==> src/rtl/sscab_pkg.sv <==
`timescale 1ns / 1ps

package sscab_pkg;

   // Default depth of the column sum line store.
   localparam int MAX_WIDTH_DEF = 1024;

   localparam int COL_W   = 11;   // column counter, also the width_px register
   localparam int ROW_W   = 12;   // row counter
   localparam int HGT_W   = 13;   // height_px register
   localparam int SUM_W   = 12;   // one column sum of 16 samples
   localparam int ADD_W   = 10;   // four samples of one transaction
   localparam int CSR_W   = 13;   // widest configuration register
   localparam int CSR_A_W = 3;

   localparam logic [HGT_W-1:0] MAX_HEIGHT = 13'd4096;
   localparam logic [1:0]       SUBROW_LAST = 2'd3;

   // Configuration register indexes.
   localparam logic [CSR_A_W-1:0] CSR_SRC_RED   = 3'd0;
   localparam logic [CSR_A_W-1:0] CSR_SRC_GREEN = 3'd1;
   localparam logic [CSR_A_W-1:0] CSR_SRC_BLUE  = 3'd2;
   localparam logic [CSR_A_W-1:0] CSR_SRC_ALPHA = 3'd3;
   localparam logic [CSR_A_W-1:0] CSR_WIDTH_PX  = 3'd4;
   localparam logic [CSR_A_W-1:0] CSR_HEIGHT_PX = 3'd5;

   // Blue sits in the low byte, alpha in the high byte.
   typedef struct packed {
      logic [7:0] alpha;
      logic [7:0] red;
      logic [7:0] green;
      logic [7:0] blue;
   } pix_type;

   typedef struct packed {
      logic first_sub;
      logic last_sub;
      logic row_end;
      logic frame_end;
   } item_ctrl_type;

   // Exact x / 255 for any x up to 255 * 255.
   function automatic logic [7:0] div255(input logic [15:0] x);
      logic [16:0] t;
      t = {1'b0, x} + 17'd1 + 17'(x[15:8]);
      return t[15:8];
   endfunction

endpackage

==> src/rtl/sscab_blend.sv <==
`timescale 1ns / 1ps

module sscab_blend (
   input  logic                       clock,
   input  logic                       reset,
   input  logic                       adv,
   input  logic                       in_valid,
   input  logic [7:0]                 cov,
   input  sscab_pkg::pix_type         dst,
   input  sscab_pkg::item_ctrl_type   ctrl,
   input  logic [7:0]                 src_red,
   input  logic [7:0]                 src_green,
   input  logic [7:0]                 src_blue,
   input  logic [7:0]                 src_alpha,
   output logic                       out_valid,
   output sscab_pkg::pix_type         out_pix,
   output logic                       out_row_end,
   output logic                       out_frame_end
);

   // Stage 2: coverage times layer alpha.
   logic                      s2_valid_ff;
   logic [15:0]               s2_prod_ff;
   sscab_pkg::pix_type        s2_dst_ff;
   sscab_pkg::item_ctrl_type  s2_ctrl_ff;

   // Stage 3: effective alpha.
   logic                      s3_valid_ff;
   logic [7:0]                s3_sa_ff;
   sscab_pkg::pix_type        s3_dst_ff;
   sscab_pkg::item_ctrl_type  s3_ctrl_ff;

   // Stage 4: the source and destination products of each channel.
   logic                      s4_valid_ff;
   logic [7:0]                s4_sa_ff;
   sscab_pkg::pix_type        s4_dst_ff;
   sscab_pkg::item_ctrl_type  s4_ctrl_ff;
   logic [15:0]               s4_sr_ff, s4_sg_ff, s4_sb_ff;
   logic [15:0]               s4_dr_ff, s4_dg_ff, s4_db_ff, s4_da_ff;

   logic [7:0]                inv_sa;
   logic [8:0]                sum_r, sum_g, sum_b, sum_a;

   always_ff @(posedge clock) begin
      if (reset) begin
         s2_valid_ff <= 1'b0;
         s3_valid_ff <= 1'b0;
         s4_valid_ff <= 1'b0;
      end else if (adv) begin
         s2_valid_ff <= in_valid;
         s3_valid_ff <= s2_valid_ff;
         s4_valid_ff <= s3_valid_ff;
      end
   end

   assign inv_sa = 8'd255 - s3_sa_ff;

   always_ff @(posedge clock) begin
      if (adv) begin
         s2_prod_ff <= 16'(cov) * 16'(src_alpha);
         s2_dst_ff  <= dst;
         s2_ctrl_ff <= ctrl;

         s3_sa_ff   <= sscab_pkg::div255(s2_prod_ff);
         s3_dst_ff  <= s2_dst_ff;
         s3_ctrl_ff <= s2_ctrl_ff;

         s4_sa_ff   <= s3_sa_ff;
         s4_dst_ff  <= s3_dst_ff;
         s4_ctrl_ff <= s3_ctrl_ff;
         s4_sr_ff   <= 16'(src_red) * 16'(s3_sa_ff);
         s4_sg_ff   <= 16'(src_green) * 16'(s3_sa_ff);
         s4_sb_ff   <= 16'(src_blue) * 16'(s3_sa_ff);
         s4_dr_ff   <= 16'(s3_dst_ff.red) * 16'(inv_sa);
         s4_dg_ff   <= 16'(s3_dst_ff.green) * 16'(inv_sa);
         s4_db_ff   <= 16'(s3_dst_ff.blue) * 16'(inv_sa);
         s4_da_ff   <= 16'(s3_dst_ff.alpha) * 16'(inv_sa);
      end
   end

   // Each term is truncated on its own before the two are added.
   assign sum_r = 9'(sscab_pkg::div255(s4_sr_ff)) + 9'(sscab_pkg::div255(s4_dr_ff));
   assign sum_g = 9'(sscab_pkg::div255(s4_sg_ff)) + 9'(sscab_pkg::div255(s4_dg_ff));
   assign sum_b = 9'(sscab_pkg::div255(s4_sb_ff)) + 9'(sscab_pkg::div255(s4_db_ff));
   assign sum_a = 9'(s4_sa_ff) + 9'(sscab_pkg::div255(s4_da_ff));

   // A zero effective alpha also covers zero coverage: the destination passes.
   always_comb begin
      if (s4_sa_ff == 8'd0) begin
         out_pix = s4_dst_ff;
      end else begin
         out_pix.red   = sum_r[7:0];
         out_pix.green = sum_g[7:0];
         out_pix.blue  = sum_b[7:0];
         out_pix.alpha = sum_a[7:0];
      end
   end

   assign out_valid     = s4_valid_ff;
   assign out_row_end   = s4_ctrl_ff.row_end;
   assign out_frame_end = s4_ctrl_ff.frame_end;

endmodule

==> config.mk <==
export PLATFORM = sky130hd
export DESIGN_NAME = sscab_blend
export DESIGN_NICKNAME = d
export VERILOG_FILES = /design/src/rtl/sscab_pkg.sv /design/src/rtl/sscab_blend.sv
export SDC_FILE = /design/constraint.sdc
export NUM_CORES = 1
export LEC_CHECK = 0
export ABC_AREA = 1
export BUFFER_PORTS_ARGS = -buffer_cell sky130_fd_sc_hd__buf_2
export CORE_UTILIZATION = 40
export CTS_BUF_LIST = sky130_fd_sc_hd__clkbuf_16
export DETAILED_ROUTE_END_ITERATION = 16
export PLACE_DENSITY = 0.56
export SYNTH_ARGS = -nofsm -noshare
export SYNTH_HDL_FRONTEND = slang
export SYNTH_SLANG_ARGS = --single-unit
==> constraint.sdc <==
create_clock -name clock -period 4.4 [get_ports clock]
set_input_delay 0.88 -clock clock [delete_from_list [all_inputs] [get_ports clock]]
set_output_delay 0.88 -clock clock [all_outputs]
set_load 0.005 [all_outputs]
==> results of run 1 <==
==> layer usage <==
| layer | vias to the layer above | routed length [um] | track usage [%] |
|---|---|---|---|
| li1 | 11000 | - | - |
| met1 | 10600 | 30400 | 24.5 |
| met2 | 346 | 34300 | 33.3 |
| met3 | 73 | 2600 | 2.12 |
| met4 | 0 | 1560 | 4.98 |
| met5 | - | 0 | 0 |
==> through the flow <==
stage	hold slack [ps]	area [um2]	util, %	setup WS [ps]
after CTS	419	34000	48.3	-209
final	418	35800	50.9	-151
after global routing	424	35800	50.9	-352
after detailed placement	405	32000	45.5	-235
after global placement	400	32000	45.5	-204
after floorplan	400	28600	-	-58.5
==> what timing repair did <==
| action | in CTS | in global routing |
|---|---|---|
| endpoints found under the setup margin | 35 | 60 |
| buffers inserted | 53 | 62 |
| resized for setup | 138 | 264 |
| pin swaps | 64 | 130 |
| cloned | 0 | 4 |
==> worst max-delay path, cell delays in order, from the launching register on <==
cell      delay, ps
edfxtp_1        440
ha_1            310
nand2_1          80
inv_1            50
a21oi_2         130
nand2_2          80
a21oi_2         130
buf_4           140
nor2_4           50
nand2_4         100
inv_4            40
nor2_2           90
nor2_2           50
ha_1            340
a21oi_2         160
o21ai_2          80
nand2_2          80
nand2_2          80
a21oi_4         170
xor2_2          230
o21ai_4         110
buf_2           140
==> final timing paths <==
path,from,end,slack (ps),depth (start not counted)
setup / recovery,s4_dr_ff[13]$_DFFE_PP_,out_pix[22],-150,21
hold / removal,s2_dst_ff[21]$_DFFE_PP_,s3_dst_ff[21]$_DFFE_PP_,420,0
setup reg to reg,s3_sa_ff[7]$_DFFE_PP_,s4_db_ff[14]$_DFFE_PP_,60,18
hold reg to reg,s2_dst_ff[21]$_DFFE_PP_,s3_dst_ff[21]$_DFFE_PP_,420,0
==> layout by cell type, fill, tap and decap left out, types with 35 or more instances in the layout <==
cell type / count
ha_4: 60
buf_2: 110
xnor2_1: 46
nor2_2: 37
a21oi_2: 41
fa_1: 287
inv_1: 787
xor2_1: 71
nand3_1: 60
nand2_2: 35
ha_1: 310
buf_4: 317
nor2_1: 282
nand2_1: 607
a21oi_1: 104
edfxtp_1: 246
==> cells by family after synthesis <==
logic type | Yosys count | share of synthesized area (%)
xor+xnor | 136 | 4.18
compound gates | 272 | 5.49
fa+ha+maj | 664 | 36.8
flops | 249 | 26.1
buf+inv | 902 | 12.1
simple gates | 1095 | 15.2
==> area by class of cell <==
type	instances	area (um2)
Tap cell	940	1180
Timing Repair Buffer	481	3710
Antenna cell	1	2.50
Clock buffer	31	776
Sequential cell	249	7450
Multi-Input combinational cell	2167	19400
Clock inverter	26	279
Inverter	808	3050
Fill cell	6636	34500
==> registers in the layout, summed over array words and instances, names as in the netlist, 8 cells and up <==
signal      count
s4_sa_ff        8
s2_prod_ff     16
s2_dst_ff      32
s4_da_ff       16
s4_sg_ff       16
s4_sr_ff       16
s3_dst_ff      32
s3_sa_ff        8
s4_dg_ff       16
s4_db_ff       16
s4_dr_ff       16
s4_sb_ff       16
s4_dst_ff      32
==> flow_summary.yaml, run 1 <==
final_layout:
  final_nets: 4482
  drive_gt1_share_pct: 22.8
  stdcell_count: 4703
  areaGrowthSynthToFinish_pct: 25.6
placed_design:
  place_inst: 4532
  post-dp-hpwl_um: 53400
  place_congestion: 0.825
  portBuffers: 112
clock_tree:
  cts_buffers: 31
  tritoncts: "built"
  clk_pin_slew_ps: 60
  ctsHtreeMaxLevel: 1
  cts_root_buf: "clkbuf_16"
  max-clock-path-buffers: 3
  insertion_delay_ps: 590
  hold_buffers: 0
  clock_sinks: 249
sta:
  fin_crit_ps: 4550
  finalSetupTns_ps: -482
  tightest_slew_ps: 833
  setup_ws_ps: -151
  hold_violations: 0
  rsz0062_at_grt: "yes"
  slew_violations: 0
  finalCritPeriodShare_pct: 103
  fin_skew_ps: 26.5
  setup_viol: 6
  max_slew_margin_pct: 44.5
  max_freq_ghz: 0.220
yosys:
  synthCells: 3318
  synthesis.area_um2: 28500
  syn_avg_cell_area_um2: 8.59
  synthTopCellsByArea: "edfxtp_1 26%, fa_1 21%, ha_1 16%"
  synth_area_leader_cell: "edfxtp_1"
  ys_seq_elements: 249
  synthesis.nets: 4062
  async_flop_share_pct: 0
  synth_common_cells: "806 x inv_1, 648 x nand2_1, 372 x ha_1, 329 x nor2_1, 292 x fa_1"
  yosysWarnings: 0
  post-synth-top-count-cell: "inv_1"
  yosysSeqAreaShare_pct: 26.1
  synth_edf_count: 246
  synthDistinctLibCells: 46
  yosys.area.top_type_share_pct: 25.9
  synth-main-ff-cell: "edfxtp_1"
global_route:
  grt_pass1_vias: 21700
  grt_pass1_wl_um: 109000
  grt.overflow.total: 0
  grt_max_degree: 93
  antenna_found_initial: 3
  grt_usage_pct: 18.9
run_status:
  violations: "setup timing"
  outcome: "finished with violations"
floorplanning:
  die_x_um: 269
  num_rows: 97
  io_pins: 115
  fp.dieArea_um2: 72300
  coreArea_um2: 70300
  start_util_pct: 40.6
  die_h_um: 269
worst_setup_path:
  critPathArrivalTime_ps: 3670
  end_kind: "output pin"
  worstSetupStartpointType: "flop"
  critPathKind: "flop to output pin"
  worstPathMaxFanout: 5
  crit_required_ps: 3520
run:
  max_cap_viol_count: 0
routing:
  wl_per_cell_um: 14.6
  route.detailed.drc: 0
  vias: 22000
  antenna_left: 0
  drt_iter0_markers: 1045
  routed_via_density: 4.68
  wl_um: 68800
  firstDrtPassIters: 5
min_path:
  hold_path.class: "flop to flop"
Power of run 1 is not shown: default switching activity piles up to over one toggle a cycle in this logic, so the estimate is an artifact.
==> inputs of run 2 (changes only) <==
--- a/config.mk
+++ b/config.mk
@@ -5,7 +5,6 @@
 export SDC_FILE = /design/constraint.sdc
 export NUM_CORES = 1
 export LEC_CHECK = 0
-export ABC_AREA = 1
 export BUFFER_PORTS_ARGS = -buffer_cell sky130_fd_sc_hd__buf_2
 export CORE_UTILIZATION = 40
 export CTS_BUF_LIST = sky130_fd_sc_hd__clkbuf_16
==> flow_summary.yaml, run 2 <==
floorplanning:
  start_util_pct: 40.7
  num_rows: 96
  fp.dieArea_um2: 71100
  coreArea_um2: 68900
  die_x_um: 267
  die_h_um: 267
  io_pins: 115
min_path:
  hold_path.class: "flop to flop"
final_layout:
  layout_commonest_cell: "inv_1"
  final_nets: 4001
  areaGrowthSynthToFinish_pct: 28.8
  layout_common_cells: "428 x inv_1, 351 x buf_4, 325 x ha_1, 273 x fa_1, 246 x edfxtp_1"
  final_area_um2: 36100
  largest_registers: "s2_dst_ff x32, s3_dst_ff x32, s4_dst_ff x32"
  multi_input_area_um2: 20400
  fill_cells: 6158
  drive_gt1_share_pct: 27.7
  seq_area_um2: 7450
  stdcell_count: 4213
worst_setup_path:
  worst_r2r_endpoint: "s4_sr_ff[14]$_DFFE_PP_"
  max_stage_delay_ps: 450
  r2r-start: "s3_sa_ff[2]$_DFFE_PP_"
  worstSetupStartpointType: "flop"
  cpMostUsedCell: "xnor2_1"
  crit_path_start: "s4_sr_ff[10]$_DFFE_PP_"
  critical_path_cell_count: 17
  slowest_stage: "edfxtp_1"
  r2r_slack_ps: -190
  end_kind: "output pin"
  rr_worst_depth: 17
  worstPathMaxFanout: 4
  critPathKind: "flop to output pin"
  crit_required_ps: 3520
  cpLargestDelayFamily: "compound AO/OA/AOI/OAI gates"
  crit_end: "out_pix[23]"
  critPathArrivalTime_ps: 4260
  path_buf_inv: 2
  path_cells: "ha_4 > a21oi_2 > a21oi_1 > o31ai_2 > o22ai_2 > buf_4 > nand4_1 > xnor2_1 > ha_1 > nand3_1 > o211ai_1 > o41ai_2 > xnor2_1 > xnor2_1 > or3_1 > a31oi_1 > buf_2"
sta:
  hold_violations: 0
  finalCritPeriodShare_pct: 117
  rsz0062_at_grt: "yes"
  slew_violations: 0
  fin_skew_ps: 10.2
  max_freq_ghz: 0.195
  fin_crit_ps: 5140
  setup_viol: 36
  setup_ws_ps: -741
  finalSetupTns_ps: -6000
  max_slew_margin_pct: 38.1
  tightest_slew_ps: 929
clock_tree:
  clk_pin_slew_ps: 60
  insertion_delay_ps: 590
  clock_sinks: 249
  ctsHtreeMaxLevel: 1
  cts_buffers: 30
  max-clock-path-buffers: 3
  cts_root_buf: "clkbuf_16"
  tritoncts: "built"
yosys:
  synthesis.area_um2: 28000
  synthTopCellsByArea: "edfxtp_1 26%, fa_1 21%, ha_1 17%"
  synth_edf_count: 246
  post-synth-top-count-cell: "inv_1"
  synthDistinctLibCells: 62
  synthCells: 2754
  synthesis.nets: 3498
  yosysWarnings: 0
  yosys.area.top_type_share_pct: 26.4
  yosysSeqAreaShare_pct: 26.6
  ys_seq_elements: 249
  async_flop_share_pct: 0
  syn_avg_cell_area_um2: 10.2
  synth-main-ff-cell: "edfxtp_1"
  synth_common_cells: "459 x inv_1, 372 x ha_1, 292 x fa_1, 246 x edfxtp_1, 228 x nor2b_1"
  synth_area_leader_cell: "edfxtp_1"
placed_design:
  place_inst: 4073
  placed_area_um2: 32300
  post-dp-hpwl_um: 50200
  place_congestion: 0.850
  portBuffers: 112
routing:
  wl_um: 67000
  wl_per_cell_um: 15.9
  vias: 20400
  routed_via_density: 4.85
  drt_iter0_markers: 725
  firstDrtPassIters: 4
  route.detailed.drc: 0
  antenna_left: 0
run:
  max_cap_viol_count: 0
global_route:
  grt_max_degree: 109
  grt_usage_pct: 19.0
  grt.overflow.total: 0
  antenna_found_initial: 1
  grt_pass1_vias: 22000
  grt_pass1_wl_um: 109000
run_status:
  violations: "setup timing"
  outcome: "finished with violations"
run 2: changes by cell type in the layout (fill, tap and decap cells not counted), sizes merged, moves of 46 or more:
cell	before	now
a21oi	152	105
and2	4	219
buf	478	526
inv	811	467
nand2	649	141
nand2b	0	66
nor2	333	98
nor2b	0	228
xnor2	49	130
xor2	87	41
run 2: logic make-up (layout without fill, tap and decap cells):
group | after synthesis | count (layout) | synth area share, %
compound gates | 270 | 270 | 6.06
xor+xnor | 172 | 172 | 5.42
fa+ha+maj | 664 | 664 | 37.5
buf+inv | 515 | 1042 | 6.90
flops | 249 | 249 | 26.6
mux | 5 | 5 | 0.179
other cells | 0 | 1 | 0
simple gates | 879 | 879 | 17.4
run 2: how the worst min path moves through the flow:
stage,from,endpoint,slack (ps),depth (start not counted)
after CTS,s2_dst_ff[25]$_DFFE_PP_,s3_dst_ff[25]$_DFFE_PP_,420,0
after global placement,s2_dst_ff[22]$_DFFE_PP_,s3_dst_ff[22]$_DFFE_PP_,400,0
after floorplan,s3_ctrl_ff[0]$_DFFE_PP_,out_frame_end$_DFFE_PP_,400,0
final,s2_dst_ff[25]$_DFFE_PP_,s3_dst_ff[25]$_DFFE_PP_,410,0
after global routing,s3_ctrl_ff[0]$_DFFE_PP_,out_frame_end$_DFFE_PP_,420,0
after detailed placement,s2_dst_ff[22]$_DFFE_PP_,s3_dst_ff[22]$_DFFE_PP_,410,0
run 2: routing by layer:
| metal | GRT usage, % | share of wire [%] |
|---|---|---|
| met1 | 23.1 | 43 |
| met5 | 0 | 0 |
| met4 | 6.07 | 3.1 |
| met3 | 1.99 | 2.8 |
| met2 | 35.1 | 52 |
run 2: area by class of cell:
class | instances | area share [%]
clock buffers | 31 | 2.15
inverters | 459 | 4.77
clock inverters | 25 | 0.898
diodes | 1 | 0.00693
multi-input cells | 1990 | 56.6
repair buffers | 527 | 11.7
well taps | 931 | 3.23
flip-flops and latches | 249 | 20.6
run 2: stage by stage:
stage / hold WS [ps] / setup slack, ps / utilization [%]
final: 414 / -741 / 52.4
after global routing: 423 / -1020 / 52.4
after floorplan: 400 / -187 / -
after CTS: 416 / -702 / 50.6
after detailed placement: 405 / -566 / 46.9
after global placement: 401 / -473 / 46.9
run 2: what timing repair did:
action                     4_1_cts  5_1_grt
hold buffers                     0        0
pin swaps                      152      163
setup endpoints to repair       49       69
buffers inserted                51       30
resized for setup              236      201
gates cloned                     6        1
Power of run 2 is left out for the same reason.
